<file path="src/rtl/crc32zs_pkg.sv">
// Package with the shared types, constants and CRC step functions of the CRC-32 stream unit.
package crc32zs_pkg;

  localparam logic [31:0] POLY_RESET     = 32'hEDB88320;
  localparam logic [31:0] ALL_ONES       = 32'hFFFFFFFF;
  localparam logic [31:0] X_POW_0        = 32'h80000000;
  localparam logic [31:0] X_POW_8        = 32'h00800000;
  localparam logic [7:0]  BYTE_ONES      = 8'hFF;
  localparam logic [7:0]  BYTE_ZERO      = 8'h00;
  localparam logic [2:0]  BYTES_SAT      = 3'd4;
  localparam logic [4:0]  MUL_STEP_LAST  = 5'd31;
  localparam logic [1:0]  PAD_STEP_LAST  = 2'd3;
  localparam logic        CMD_SHIFT      = 1'b1;

  typedef enum logic [3:0] {
    S_IDLE = 4'b0001,
    S_PAD  = 4'b0010,
    S_SQR  = 4'b0100,
    S_FIN  = 4'b1000
  } state_t;

  typedef struct packed {
    logic       data_step;
    logic       shift_load;
    logic       pad_step;
    logic       mul_step;
    logic       mul_fin;
    logic       sqr_commit;
    logic       fin_commit;
    logic       out_load;
    logic       out_final;
    logic [4:0] mul_idx;
    logic [1:0] pad_idx;
  } ctrl_t;

  typedef struct packed {
    logic is_shift;
    logic is_last;
    logic count_zero;
    logic rest_zero;
  } status_t;

  // One byte of reflected division: reduce the low byte, shift the new byte in at the top.
  function automatic logic [31:0] div_step(input logic [31:0] crc, input logic [7:0] din,
                                           input logic [31:0] poly);
    logic [31:0] t;
    t = {24'd0, crc[7:0]};
    for (int k = 0; k < 8; k++) begin
      t = (t >> 1) ^ (t[0] ? poly : 32'd0);
    end
    return {din, crc[31:8]} ^ t;
  endfunction

  // One bit of a reflected GF(2) product modulo the polynomial.
  function automatic logic [31:0] gf_step(input logic [31:0] acc, input logic [31:0] a,
                                          input logic bit_b, input logic do_shift,
                                          input logic [31:0] poly);
    logic [31:0] t;
    t = acc ^ (bit_b ? a : 32'd0);
    if (do_shift) begin
      t = (t >> 1) ^ (t[0] ? poly : 32'd0);
    end
    return t;
  endfunction

endpackage

</file>
<file path="src/rtl/crc32zs_in_if.sv">
// Input channel interface carrying one command item per transfer.
interface crc32zs_in_if;
  logic        valid;
  logic        ready;
  logic        cmd;
  logic [7:0]  data_byte;
  logic        first;
  logic        last;
  logic [31:0] zero_count;

  modport source (output valid, cmd, data_byte, first, last, zero_count, input ready);
  modport sink (input valid, cmd, data_byte, first, last, zero_count, output ready);
endinterface

</file>
<file path="src/rtl/crc32zs_out_if.sv">
// Output channel interface carrying one CRC result per transfer.
interface crc32zs_out_if;
  logic        valid;
  logic        ready;
  logic [31:0] crc_value;
  logic        final_res;

  modport source (output valid, crc_value, final_res, input ready);
  modport sink (input valid, crc_value, final_res, output ready);
endinterface

</file>
<file path="src/rtl/crc32zs_ctrl.sv">
// Controller state machine sequencing byte steps, padding and the serial GF(2) multiplies.
module crc32zs_ctrl (
  input  logic               clk,
  input  logic               rst,
  input  logic               in_valid,
  output logic               in_ready,
  output logic               out_valid,
  input  logic               out_ready,
  input  crc32zs_pkg::status_t st,
  output crc32zs_pkg::ctrl_t   ctl
);

  crc32zs_pkg::state_t state;
  crc32zs_pkg::state_t state_next;
  logic [4:0] idx;
  logic [4:0] idx_next;
  logic [1:0] pad_idx;
  logic [1:0] pad_idx_next;
  logic       out_valid_next;
  logic       accept;
  logic       idx_end;
  logic       pad_end;

  assign in_ready = (state == crc32zs_pkg::S_IDLE) && (!out_valid || out_ready);
  assign accept   = in_ready && in_valid;
  assign idx_end  = (idx == crc32zs_pkg::MUL_STEP_LAST);
  assign pad_end  = (pad_idx == crc32zs_pkg::PAD_STEP_LAST);

  always_comb begin
    ctl            = '0;
    ctl.mul_idx    = idx;
    ctl.pad_idx    = pad_idx;
    state_next     = state;
    case (state)
      crc32zs_pkg::S_IDLE: begin
        if (accept) begin
          if (st.is_shift) begin
            ctl.shift_load = 1'b1;
            state_next = st.count_zero ? crc32zs_pkg::S_FIN : crc32zs_pkg::S_SQR;
          end else begin
            ctl.data_step = 1'b1;
            if (st.is_last) begin
              state_next = crc32zs_pkg::S_PAD;
            end else begin
              ctl.out_load = 1'b1;
            end
          end
        end
      end
      crc32zs_pkg::S_PAD: begin
        ctl.pad_step = 1'b1;
        if (pad_end) begin
          ctl.out_load  = 1'b1;
          ctl.out_final = 1'b1;
          state_next    = crc32zs_pkg::S_IDLE;
        end
      end
      crc32zs_pkg::S_SQR: begin
        ctl.mul_step = 1'b1;
        if (idx_end) begin
          ctl.sqr_commit = 1'b1;
          if (st.rest_zero) begin
            state_next = crc32zs_pkg::S_FIN;
          end
        end
      end
      crc32zs_pkg::S_FIN: begin
        ctl.mul_step = 1'b1;
        ctl.mul_fin  = 1'b1;
        if (idx_end) begin
          ctl.fin_commit = 1'b1;
          ctl.out_load   = 1'b1;
          state_next     = crc32zs_pkg::S_IDLE;
        end
      end
      default: begin
        state_next = crc32zs_pkg::S_IDLE;
      end
    endcase
  end

  always_comb begin
    idx_next = idx;
    if (ctl.shift_load) begin
      idx_next = '0;
    end else if (ctl.mul_step) begin
      idx_next = idx + 5'd1;
    end
    pad_idx_next = pad_idx;
    if (ctl.data_step) begin
      pad_idx_next = '0;
    end else if (ctl.pad_step) begin
      pad_idx_next = pad_idx + 2'd1;
    end
    out_valid_next = out_valid;
    if (ctl.out_load) begin
      out_valid_next = 1'b1;
    end else if (out_ready) begin
      out_valid_next = 1'b0;
    end
  end

  always_ff @(posedge clk) begin
    if (rst) begin
      state     <= crc32zs_pkg::S_IDLE;
      idx       <= '0;
      pad_idx   <= '0;
      out_valid <= 1'b0;
    end else begin
      state     <= state_next;
      idx       <= idx_next;
      pad_idx   <= pad_idx_next;
      out_valid <= out_valid_next;
    end
  end

endmodule

</file>
<file path="src/rtl/crc32zs_dp.sv">
// Datapath with the CRC register, byte count, two serial GF(2) multipliers and the result register.
module crc32zs_dp #(
  parameter int COUNT_WIDTH = 32
) (
  input  logic                 clk,
  input  logic                 rst,
  input  logic                 poly_we,
  input  logic [31:0]          poly_wdata,
  input  logic                 cmd,
  input  logic [7:0]           data_byte,
  input  logic                 first,
  input  logic                 last,
  input  logic [31:0]          zero_count,
  input  crc32zs_pkg::ctrl_t   ctl,
  output crc32zs_pkg::status_t st,
  output logic [31:0]          crc_value,
  output logic                 final_res
);

  logic [31:0]            poly;
  logic [31:0]            crc;
  logic [31:0]            crc_next;
  logic [2:0]             bytes_seen;
  logic [2:0]             bytes_seen_next;
  logic [COUNT_WIDTH-1:0] cnt;
  logic [COUNT_WIDTH-1:0] cnt_next;
  logic [31:0]            acc;
  logic [31:0]            acc_next;
  logic [31:0]            base;
  logic [31:0]            base_next;
  logic [31:0]            pa;
  logic [31:0]            pa_next;
  logic [31:0]            pb;
  logic [31:0]            pb_next;
  logic [31:0]            pa_step;
  logic [31:0]            pb_step;
  logic [31:0]            op_a;
  logic [31:0]            op_b;
  logic                   not_top;
  logic [31:0]            start_crc;
  logic [2:0]             start_seen;
  logic [7:0]             step_byte;
  logic [2:0]             pad_limit;

  assign st.is_shift   = (cmd == crc32zs_pkg::CMD_SHIFT);
  assign st.is_last    = last;
  assign st.count_zero = (zero_count[COUNT_WIDTH-1:0] == '0);
  assign st.rest_zero  = ((cnt >> 1) == '0);

  assign not_top = (ctl.mul_idx != crc32zs_pkg::MUL_STEP_LAST);
  assign op_a    = ctl.mul_fin ? crc : acc;
  assign op_b    = ctl.mul_fin ? acc : base;
  assign pa_step = crc32zs_pkg::gf_step(pa, op_a, op_b[ctl.mul_idx], not_top, poly);
  assign pb_step = crc32zs_pkg::gf_step(pb, base, base[ctl.mul_idx], not_top, poly);

  assign start_crc  = first ? 32'd0 : crc;
  assign start_seen = first ? 3'd0 : bytes_seen;
  assign step_byte  = (start_seen < crc32zs_pkg::BYTES_SAT)
                    ? (data_byte ^ crc32zs_pkg::BYTE_ONES) : data_byte;
  assign pad_limit  = {1'b0, crc32zs_pkg::PAD_STEP_LAST - ctl.pad_idx};

  always_comb begin
    crc_next        = crc;
    bytes_seen_next = bytes_seen;
    if (ctl.data_step) begin
      crc_next = crc32zs_pkg::div_step(start_crc, step_byte, poly);
      bytes_seen_next = (start_seen < crc32zs_pkg::BYTES_SAT) ? start_seen + 3'd1 : start_seen;
    end else if (ctl.pad_step) begin
      crc_next = crc32zs_pkg::div_step(crc, (bytes_seen <= pad_limit)
                                       ? crc32zs_pkg::BYTE_ONES : crc32zs_pkg::BYTE_ZERO, poly);
    end else if (ctl.fin_commit) begin
      crc_next = pa_step;
    end

    cnt_next  = cnt;
    acc_next  = acc;
    base_next = base;
    pa_next   = pa;
    pb_next   = pb;
    if (ctl.shift_load) begin
      cnt_next  = zero_count[COUNT_WIDTH-1:0];
      acc_next  = crc32zs_pkg::X_POW_0;
      base_next = crc32zs_pkg::X_POW_8;
      pa_next   = '0;
      pb_next   = '0;
    end else if (ctl.sqr_commit) begin
      cnt_next  = cnt >> 1;
      acc_next  = cnt[0] ? pa_step : acc;
      base_next = pb_step;
      pa_next   = '0;
      pb_next   = '0;
    end else if (ctl.fin_commit) begin
      pa_next = '0;
      pb_next = '0;
    end else if (ctl.mul_step) begin
      pa_next = pa_step;
      pb_next = pb_step;
    end
  end

  always_ff @(posedge clk) begin
    if (rst) begin
      poly       <= crc32zs_pkg::POLY_RESET;
      crc        <= '0;
      bytes_seen <= '0;
    end else begin
      if (poly_we) begin
        poly <= poly_wdata;
      end
      crc        <= crc_next;
      bytes_seen <= bytes_seen_next;
    end
  end

  always_ff @(posedge clk) begin
    cnt  <= cnt_next;
    acc  <= acc_next;
    base <= base_next;
    pa   <= pa_next;
    pb   <= pb_next;
    if (ctl.out_load) begin
      crc_value <= ctl.out_final ? (crc_next ^ crc32zs_pkg::ALL_ONES) : crc_next;
      final_res <= ctl.out_final;
    end
  end

endmodule

</file>
<file path="src/rtl/crc32_stream_with_zero_shift_unit.sv">
// Top level of the reflected CRC-32 stream unit with zero-byte shift.
// A data byte that is not last has its result registered at the transfer edge.
// A last byte runs the byte step and four padding steps, one division step a cycle.
// A shift runs the bit-serial GF(2) multipliers, one product bit a cycle: a squaring pass
// per count bit up to the highest set one (none for a zero count), then a final multiply.
// Synchronous reset clears the CRC register and byte count and restores polynomial 0xEDB88320.
module crc32_stream_with_zero_shift_unit #(
  parameter int COUNT_WIDTH = 32
) (
  input  logic               clk,
  input  logic               rst,
  input  logic               poly_we,
  input  logic [31:0]        poly_wdata,
  crc32zs_in_if.sink         din,
  crc32zs_out_if.source      dout
);

  crc32zs_pkg::ctrl_t   ctl;
  crc32zs_pkg::status_t st;

  crc32zs_ctrl u_ctrl (
    .clk       (clk),
    .rst       (rst),
    .in_valid  (din.valid),
    .in_ready  (din.ready),
    .out_valid (dout.valid),
    .out_ready (dout.ready),
    .st        (st),
    .ctl       (ctl)
  );

  crc32zs_dp #(
    .COUNT_WIDTH (COUNT_WIDTH)
  ) u_dp (
    .clk        (clk),
    .rst        (rst),
    .poly_we    (poly_we),
    .poly_wdata (poly_wdata),
    .cmd        (din.cmd),
    .data_byte  (din.data_byte),
    .first      (din.first),
    .last       (din.last),
    .zero_count (din.zero_count),
    .ctl        (ctl),
    .st         (st),
    .crc_value  (dout.crc_value),
    .final_res  (dout.final_res)
  );

  a_no_overwrite: assert property (@(posedge clk) disable iff (rst)
    ctl.out_load |-> (!dout.valid || dout.ready))
    else $error("Result register loaded while a result is still pending.");

  a_final_from_pad: assert property (@(posedge clk) disable iff (rst)
    ctl.out_final |-> (ctl.pad_step && ctl.pad_idx == crc32zs_pkg::PAD_STEP_LAST))
    else $error("Finished CRC produced outside the last padding step.");

  a_shift_stalls: assert property (@(posedge clk) disable iff (rst)
    (din.valid && din.ready && din.cmd == crc32zs_pkg::CMD_SHIFT) |=> !din.ready)
    else $error("Input taken while a shift is in progress.");

  a_single_op: assert property (@(posedge clk) disable iff (rst)
    $onehot0({ctl.data_step, ctl.shift_load, ctl.pad_step, ctl.mul_step}))
    else $error("More than one datapath operation commanded in a cycle.");

endmodule
</file>
<file path="src/flat_wrapper.sv">
// flat-port wrapper written by rule: the top's interface ports become plain ports
module crc32_stream_with_zero_shift_unit_flat 
#(
  parameter int COUNT_WIDTH = 32
)
  (clk, rst, poly_we, poly_wdata, din_valid, din_cmd, din_data_byte, din_first, din_last, din_zero_count, din_ready, dout_valid, dout_crc_value, dout_final_res, dout_ready);
  crc32zs_in_if din_i ();
  crc32zs_out_if dout_i ();
  input  logic clk;
  input  logic rst;
  input  logic poly_we;
  input  logic [31:0] poly_wdata;
  input wire logic [$bits(din_i.valid)-1:0] din_valid;
  input wire logic [$bits(din_i.cmd)-1:0] din_cmd;
  input wire logic [$bits(din_i.data_byte)-1:0] din_data_byte;
  input wire logic [$bits(din_i.first)-1:0] din_first;
  input wire logic [$bits(din_i.last)-1:0] din_last;
  input wire logic [$bits(din_i.zero_count)-1:0] din_zero_count;
  output wire logic [$bits(din_i.ready)-1:0] din_ready;
  output wire logic [$bits(dout_i.valid)-1:0] dout_valid;
  output wire logic [$bits(dout_i.crc_value)-1:0] dout_crc_value;
  output wire logic [$bits(dout_i.final_res)-1:0] dout_final_res;
  input wire logic [$bits(dout_i.ready)-1:0] dout_ready;
  assign din_i.valid = din_valid;
  assign din_i.cmd = din_cmd;
  assign din_i.data_byte = din_data_byte;
  assign din_i.first = din_first;
  assign din_i.last = din_last;
  assign din_i.zero_count = din_zero_count;
  assign din_ready = din_i.ready;
  assign dout_valid = dout_i.valid;
  assign dout_crc_value = dout_i.crc_value;
  assign dout_final_res = dout_i.final_res;
  assign dout_i.ready = dout_ready;
  crc32_stream_with_zero_shift_unit #(.COUNT_WIDTH(COUNT_WIDTH)) u_core (.clk(clk), .rst(rst), .poly_we(poly_we), .poly_wdata(poly_wdata), .din(din_i), .dout(dout_i));
endmodule
</file>
<file path="config.mk">
export PLATFORM = sky130hd
export DESIGN_NAME = crc32_stream_with_zero_shift_unit_flat
export DESIGN_NICKNAME = d
export VERILOG_FILES = /design/src/rtl/crc32zs_pkg.sv /design/src/rtl/crc32zs_in_if.sv /design/src/rtl/crc32zs_out_if.sv /design/src/rtl/crc32zs_ctrl.sv /design/src/rtl/crc32zs_dp.sv /design/src/rtl/crc32_stream_with_zero_shift_unit.sv /design/src/flat_wrapper.sv
export SDC_FILE = /design/constraint.sdc
export NUM_CORES = 1
export LEC_CHECK = 0
export BUFFER_PORTS_ARGS = -buffer_cell sky130_fd_sc_hd__buf_2
export CAP_MARGIN = 20
export CORE_MARGIN = 2
export CORE_UTILIZATION = 42
export CTS_BUF_LIST = sky130_fd_sc_hd__clkbuf_4
export CTS_CLUSTER_DIAMETER = 50
export DETAILED_ROUTE_END_ITERATION = 10
export GPL_TIMING_DRIVEN = 1
export SLEW_MARGIN = 20
export SYNTH_ARGS = -nofsm -noshare
export SYNTH_HDL_FRONTEND = slang
export SYNTH_HIERARCHICAL = 1
export SYNTH_SLANG_ARGS = --single-unit
</file>
<file path="constraint.sdc">
create_clock -name clk -period 5.35 [get_ports clk]
set_input_delay 0.2675 -clock clk [delete_from_list [all_inputs] [get_ports clk]]
set_output_delay 0.2675 -clock clk [all_outputs]
set_load 0.02 [all_outputs]
</file>
==> impl_metrics.csv, run 1 <==
group,metric,value,unit
floorplanning,die_y,222.1,um
sta,grt_setup_unrepaired,"false",
clock_tree,post_cts.repair.setup_buffers,0,
global_route,grt_pass1_wl,99340,um
floorplanning,rows,79,
synth,ys_seq_area_share,30.51,%
placed_design,port_buffers,114,
hold_path,min_path_cells,5,
hold_path,hp-class,"in -> reg",
setup_path,rr_worst_depth,14,
synth,synthDistinctLibCells,101,
sta,fmax,0.1976,GHz
placed_design,dpl.hpwl,42120,um
placed_design,gp_congestion,0.8608,
job,maxCapViolations,0,
final_layout,area_delta_synth_final,14.44,%
routing,wl,63480,um
final_layout,final_area,22860,um^2
setup_path,rr_startpoint,"u_core/u_dp/crc[1]$_SDFF_PP0_",
sta,drv_slew,0,
hold_path,worstHoldStart,"din_last",
setup_path,arrival,5640,ps
routing,dr.pass1.iters,5,
routing,wl_per_cell,19.65,um
setup_path,worstSetupEndpointType,"register",
synth,ys.flop_type,"dfxtp_1",
clock_tree,clock_sinks,272,
routing,vias,18590,
setup_path,cp_cell_sequence,"nand2b_4 > o221ai_4 > o311ai_0 > nand4_1 > o21a_2 > xnor2_4 > buf_4 > nand2_1 > xnor2_1 > xnor2_1 > xor3_1 > a21oi_1 > nor2_1 > a2111oi_1",
final_layout,n_fill_cell,4516,
synth,avgSynthCellArea,8.121,um^2
floorplanning,die_area,49330,um^2
synth,ys_ff_latch,272,
pwr,p_leak,8.031,nW
floorplanning,ios,115,
global_route,first_global_vias,17730,
setup_path,cp_max_fo,15,
global_route,grt.total_usage,25.19,%
sta,fin_crit,5060,ps
setup_path,critPathMaxStageDelay,720,ps
sta,hold_violations,0,
synth,synthArstFlopShare,0,%
synth,syn_area,19980,um^2
synth,yosysWarnings,6,
clock_tree,worstSkewPairLatency,820,ps
sta,setup_tns,0,ps
clock_tree,cts_tree,"yes",
clock_tree,cts_root_buffer,"clkbuf_4",
setup_path,worst_ep_required_time,5930,ps
clock_tree,cts_max_level,3,
routing,antenna_left,0,
setup_path,cpMaxStageDelayCell,"o311ai_0",
setup_path,r2r_end,"u_core/u_dp/crc_value[24]$_DFFE_PP_",
floorplanning,fp.dieW,222.1,um
clock_tree,clk_pin_slew,60,ps
routing,drt_iter0_drc,1620,
sta,skew,61.64,ps
setup_path,worstSetupPathType,"reg -> reg",
final_layout,seqCellArea,6098,um^2
global_route,antenna_found_initial,1,
floorplanning,start_util,42.73,%
clock_tree,cts_made_buffers,81,
final_layout,nets,2650,
sta,fin_crit_sh,94.57,%
setup_path,cpMostUsedCell,"xnor2_1",
setup_path,cp-start-kind,"register",
pwr,p_per_area,543.5,nW/um^2
synth,synth_edf_count,65,
sta,tightest_slew,1062,ps
outcome,status,"complete, no violations",
setup_path,r2r_setup_slack,290,ps
synth,synth_nets,2546,
placed_design,placed_area,20950,um^2
synth,synthCells,2460,
routing,drc,0,
pwr,peakVddDrop,0.0003203,V
global_route,gr-total-overflow,0,
final_layout,drive_gt1_share,18.07,%
global_route,grt_max_degree,86,
sta,setup_violations,0,
floorplanning,core-area,46750,um^2
sta,relSlewSlack,29.22,%
final_layout,multi_input_area,12930,um^2
routing,avgViaCountPerCell,5.753,
hold_path,min_to,"u_core/u_ctrl/state[0]$_SDFFE_PP1P_",
clock_tree,clockBufferDepth,3,
-- final cells by class --
type	instances	area share (%)
multi-input cells	1928	56.54
flip-flops and latches	272	26.67
repair buffers	262	8.329
clock buffers	120	3.940
well taps	607	3.322
clock inverters	22	0.8701
inverters	19	0.3174
diodes	1	0.01095
-- placed cells by master, fill, tap and decap left out, types with 23 or more instances in the layout --
cell type        n
clkbuf_4       120
nor2_1         270
nand2_1        375
a32oi_1         28
xor2_1          96
dlygate4sd3_1   79
a21oi_1        116
and3_1          33
edfxtp_1        65
mux2i_1         52
o22ai_1         30
buf_4           67
mux4_2          23
mux2_2          76
a211oi_1       140
o21ai_0        134
xnor2_1        231
dfxtp_1        205
buf_2          114
-- state kept, by name, indices dropped and copies added (netlist names) --
register,flops
u_core/u_dp/poly,32
u_core/u_ctrl/state,4
u_core/u_dp/acc,32
u_core/u_ctrl/out_valid,1
u_core/u_ctrl/pad_idx,2
u_core/u_ctrl/idx,5
u_core/u_dp/cnt,32
u_core/u_dp/bytes_seen,3
u_core/u_dp/crc_value,32
u_core/u_dp/base,32
u_core/u_dp/pa,32
u_core/u_dp/final_res,1
u_core/u_dp/pb,32
u_core/u_dp/crc,32
-- worst max path at each step --
stage,to,startpoint,cells past startpoint,slack (ps)
after floorplan,u_core/u_dp/crc_value[13]$_DFFE_PP_,u_core/u_ctrl/state[1]$_SDFFE_PP0P_,16,680
after global placement,u_core/u_dp/crc_value[24]$_DFFE_PP_,u_core/u_dp/crc[1]$_SDFF_PP0_,14,300
after detailed placement,u_core/u_dp/crc_value[24]$_DFFE_PP_,u_core/u_dp/crc[1]$_SDFF_PP0_,16,170
after CTS,u_core/u_dp/crc[30]$_SDFF_PP0_,u_core/u_dp/crc[1]$_SDFF_PP0_,15,70
after global routing,u_core/u_dp/crc_value[24]$_DFFE_PP_,u_core/u_dp/crc[1]$_SDFF_PP0_,14,70
final,u_core/u_dp/crc_value[24]$_DFFE_PP_,u_core/u_dp/crc[1]$_SDFF_PP0_,14,290
-- metal layers --
metal / up-vias / part of all wire (%) / global-route usage, %
met1: 8892 / 44 / 33.83
met5: - / 0 / 0
met4: 0 / 2.3 / 8.653
met2: 706 / 47 / 40.96
li1: 8879 / - / -
met3: 110 / 7.2 / 4.214
-- report_power, final --
part / total, W / switching [W] / leakage, nW / internal (W)
Combinational: 0.00737 / 0.00407 / 5.09 / 0.00330
Clock: 0.00220 / 0.000985 / 0.650 / 0.00122
Sequential: 0.00285 / 0.000363 / 2.29 / 0.00249
Total: 0.0124 / 0.00542 / 8.03 / 0.00700
-- cells in the mapped netlist, types with 6 or more instances --
master    number  share of area, %
o21ai_0      134               3.4
inv_1         19              0.36
o21a_1         8              0.30
nor2_1       271               5.1
nand2b_1      17              0.53
o211ai_1      11              0.41
and2_1        23              0.72
a211oi_1     140               5.3
buf_1         23              0.43
a22o_1        22              0.96
ha_1           6              0.38
and3_1        33               1.0
or2_2          8              0.25
dfxtp_1      207                21
nor3_1         8              0.20
a211o_1        8              0.35
nand2_1      375               7.0
xnor3_1        6              0.68
mux2i_1       52               2.6
nand3_1       18              0.45
mux2_2        76               4.3
a22oi_1       12              0.45
a32oi_1       28               1.2
nor4_1        22              0.69
or3_1          7              0.22
mux4_2        23               2.6
clkbuf_1     191               3.6
nand4_1       11              0.34
a21oi_1      116               2.9
nor3b_1        7              0.26
buf_2         18              0.45
xnor2_1      235                10
xor2_1        98               4.3
edfxtp_1      65               9.8
o22ai_1       30              0.94
nor2b_1       12              0.38
-- worst max-delay path: cells and delay by family, from the launching register on --
| kind | cells | cell delay, ps |
|---|---|---|
| DFF | 1 | 630 |
| AOI/OAI and AO/OA | 5 | 1800 |
| xor gates and xnor gates | 4 | 1290 |
| buffers and inverters | 1 | 300 |
| and+or+nand+nor | 4 | 790 |
-- stage by stage --
step	std cells	util, %	hold WS (ps)	total power [W]	setup WS [ps]
floorplan	2460	-	393.7	0.008531	679.9
global placement	3009	44.80	444.5	0.009939	298.5
detailed placement	3009	44.80	457.2	0.01005	172.5
CTS	3230	48.84	17.25	0.01239	73.55
global route	3231	48.90	92.20	0.01320	66.22
finish	3231	48.90	115.2	0.01243	290.4
-- what timing repair did --
item,CTS,global route
resized for setup,0,3
setup endpoints to repair,0,41
hold buffers,79,0
endpoints found under the hold margin,88,0
-- cell families (layout without fill, tap and decap cells) --
kind of cell    count (synthesis)  count (layout)  share of synthesized area [%]
buf+inv                       260             423                          5.261
simple gates                  843             843                          18.73
fa+ha+maj                       6               6                         0.3758
mux                           156             156                          9.895
xor+xnor                      345             345                          15.90
other cells                     0               1                              0
compound gates                578             578                          19.33
flops                         272             272                          30.51
Note: power is estimated with default switching activity, not from simulation.
==> run 2: changes to the inputs <==
Settings changed: BUFFER_PORTS_ARGS -buffer_cell sky130_fd_sc_hd__buf_2 to -buffer_cell sky130_fd_sc_hd__buf_4, CORE_MARGIN 2 to default, SKIP_CTS_REPAIR_TIMING from default to 1.
==> impl_metrics.csv, run 2 (synthesis results as in run 1) <==
group,metric,value,unit
outcome,status,"complete, but fails checks",
outcome,violations,"design-rule violations",
routing,vias,18570,
routing,drc,9,
pwr,p_leak,8.198,nW
routing,avgViaCountPerCell,5.713,
floorplanning,fp.dieW,220.1,um
setup_path,critPathMaxStageDelay,620,ps
routing,wl_met1,27840,um
setup_path,worstSetupPathType,"reg -> reg",
setup_path,worst_ep_required_time,5960,ps
pwr,finalPower,0.01235,W
setup_path,cp-startpoint,"u_core/u_dp/crc[1]$_SDFF_PP0_",
pwr,peakVddDrop,0.0003005,V
placed_design,dpl.hpwl,41820,um
clock_tree,clock_sinks,272,
routing,highest_layer,"met4",
setup_path,worstSetupEndpointType,"register",
final_layout,mostFrequentLayoutCells,"nand2_1 (375), nor2_1 (270), xnor2_1 (231)",
sta,setup_violations,0,
sta,skew,49.83,ps
sta,hold_violations,0,
placed_design,gp_congestion,0.8956,
floorplanning,die_area,48440,um^2
final_layout,area_delta_synth_final,16.38,%
routing,wl_per_cell,19.43,um
global_route,antenna_found_initial,3,
sta,fin_crit_sh,89.57,%
sta,grt_setup_unrepaired,"false",
setup_path,rr_startpoint,"u_core/u_dp/crc[1]$_SDFF_PP0_",
global_route,grt.total_usage,25.59,%
final_layout,final_common_cell,"nand2_1",
setup_path,cpMostUsedCell,"a21oi_1",
routing,wl_met2,28960,um
sta,relSlewSlack,24.04,%
floorplanning,ios,115,
clock_tree,clk_pin_slew,60,ps
placed_design,dp.cells,3008,
final_layout,stdcell_count,3250,
sta,tightest_slew,1139,ps
routing,wl_met3,4549,um
global_route,grt_max_degree,75,
floorplanning,start_util,42.73,%
setup_path,cp_max_fo,15,
hold_path,hp-class,"in -> reg",
final_layout,drive_gt1_share,18.04,%
global_route,gr-total-overflow,0,
clock_tree,cts_max_level,3,
global_route,first_global_vias,17380,
clock_tree,clockBufferDepth,3,
setup_path,cp-start-kind,"register",
clock_tree,cts_made_buffers,80,
setup_path,cpMaxStageDelayCell,"dfxtp_1",
placed_design,port_buffers,114,
final_layout,nets,2662,
clock_tree,cts_tree,"yes",
global_route,grt_pass1_wl,96950,um
setup_path,cp_cell_sequence,"or2_1 > buf_4 > a21oi_1 > or4_1 > and2_1 > o31ai_1 > o21a_2 > mux2i_4 > xor2_2 > nand2_1 > xnor2_1 > xor3_1 > a21oi_1 > nor2_1 > a2111oi_1",
sta,fmax,0.2087,GHz
hold_path,worstHoldStart,"poly_we",
routing,antenna_left,0,
clock_tree,worstSkewPairLatency,830,ps
sta,fin_hold_ws,29.71,ps
pwr,p_per_area,531.1,nW/um^2
floorplanning,die_y,220.1,um
sta,fin_crit,4792,ps
sta,drv_slew,0,
routing,wl,63160,um
sta,setup_tns,0,ps
routing,dr.pass1.iters,8,
job,maxCapViolations,0,
routing,drt_iter0_drc,1551,
clock_tree,cts_root_buffer,"clkbuf_4",
setup_path,arrival,5400,ps
floorplanning,rows,79,
floorplanning,core-area,46750,um^2
==> run 2: changes by cell type in the layout (fill, tap and decap cells not counted), sizes merged <==
cell | previous run | this run
diode | 1 | 4
dlygate4sd3 | 79 | 93
bufinv | 4 | 1
clkinv | 16 | 17
clkbuf | 120 | 126
clkinvlp | 0 | 1
inv | 21 | 19
buf | 183 | 182
==> run 2: final timing paths <==
| path | end | cells past startpoint | slack, ps |
|---|---|---|---|
| max reg2reg | u_core/u_dp/crc_value[24]$_DFFE_PP_ | 15 | 560 |
| min reg2reg | u_core/u_dp/bytes_seen[1]$_SDFFE_PP0P_ | 2 | 480 |
| min | u_core/u_dp/poly[20]$_SDFFE_PP1P_ | 3 | 30 |
| max | u_core/u_dp/crc_value[24]$_DFFE_PP_ | 15 | 560 |
==> run 2: cell type report <==
class,count,area (um^2)
inverter,19,72.57
sequential,272,6098
multi-input combinational,1928,12910
clock buffer,126,945.9
clock inverter,19,117.6
antenna,4,10.01
timing repair buffer,275,2335
fill,4398,23500
tap,607,759.5
==> run 2: metal layers <==
layer	vias to the layer above	GRT usage [%]
met5	-	0
met4	0	9.586
met3	116	5.162
met2	702	40.40
met1	8843	34.26
li1	8906	-
==> run 2: worst max-delay path, delay by kind of cell, from the launching register on <==
kind                      cells  cell delay [ps]
and+or+nand+nor               5             1150
AOI/OAI and AO/OA             5             1140
xor gates and xnor gates      3             1100
DFF                           1              620
muxes                         1              330
buffers and inverters         1              270
==> run 2: through the flow <==
stage / setup WS (ps) / utilization (%) / area (um^2)
finish: 557.9 / 49.73 / 23250
global route: 191.3 / 49.73 / 23250
CTS: 342.2 / 47.69 / 22300
detailed placement: 322.4 / 45.42 / 21240
global placement: 493.4 / 45.42 / 21240
floorplan: 679.9 / - / 19980
==> run 2: where the power goes <==
group	total (W)	internal [W]	switching [W]
sequential	0.00287	0.00249	0.000382
combinational	0.00739	0.00336	0.00402
clock	0.00209	0.00112	0.000973
total	0.0123	0.00697	0.00538
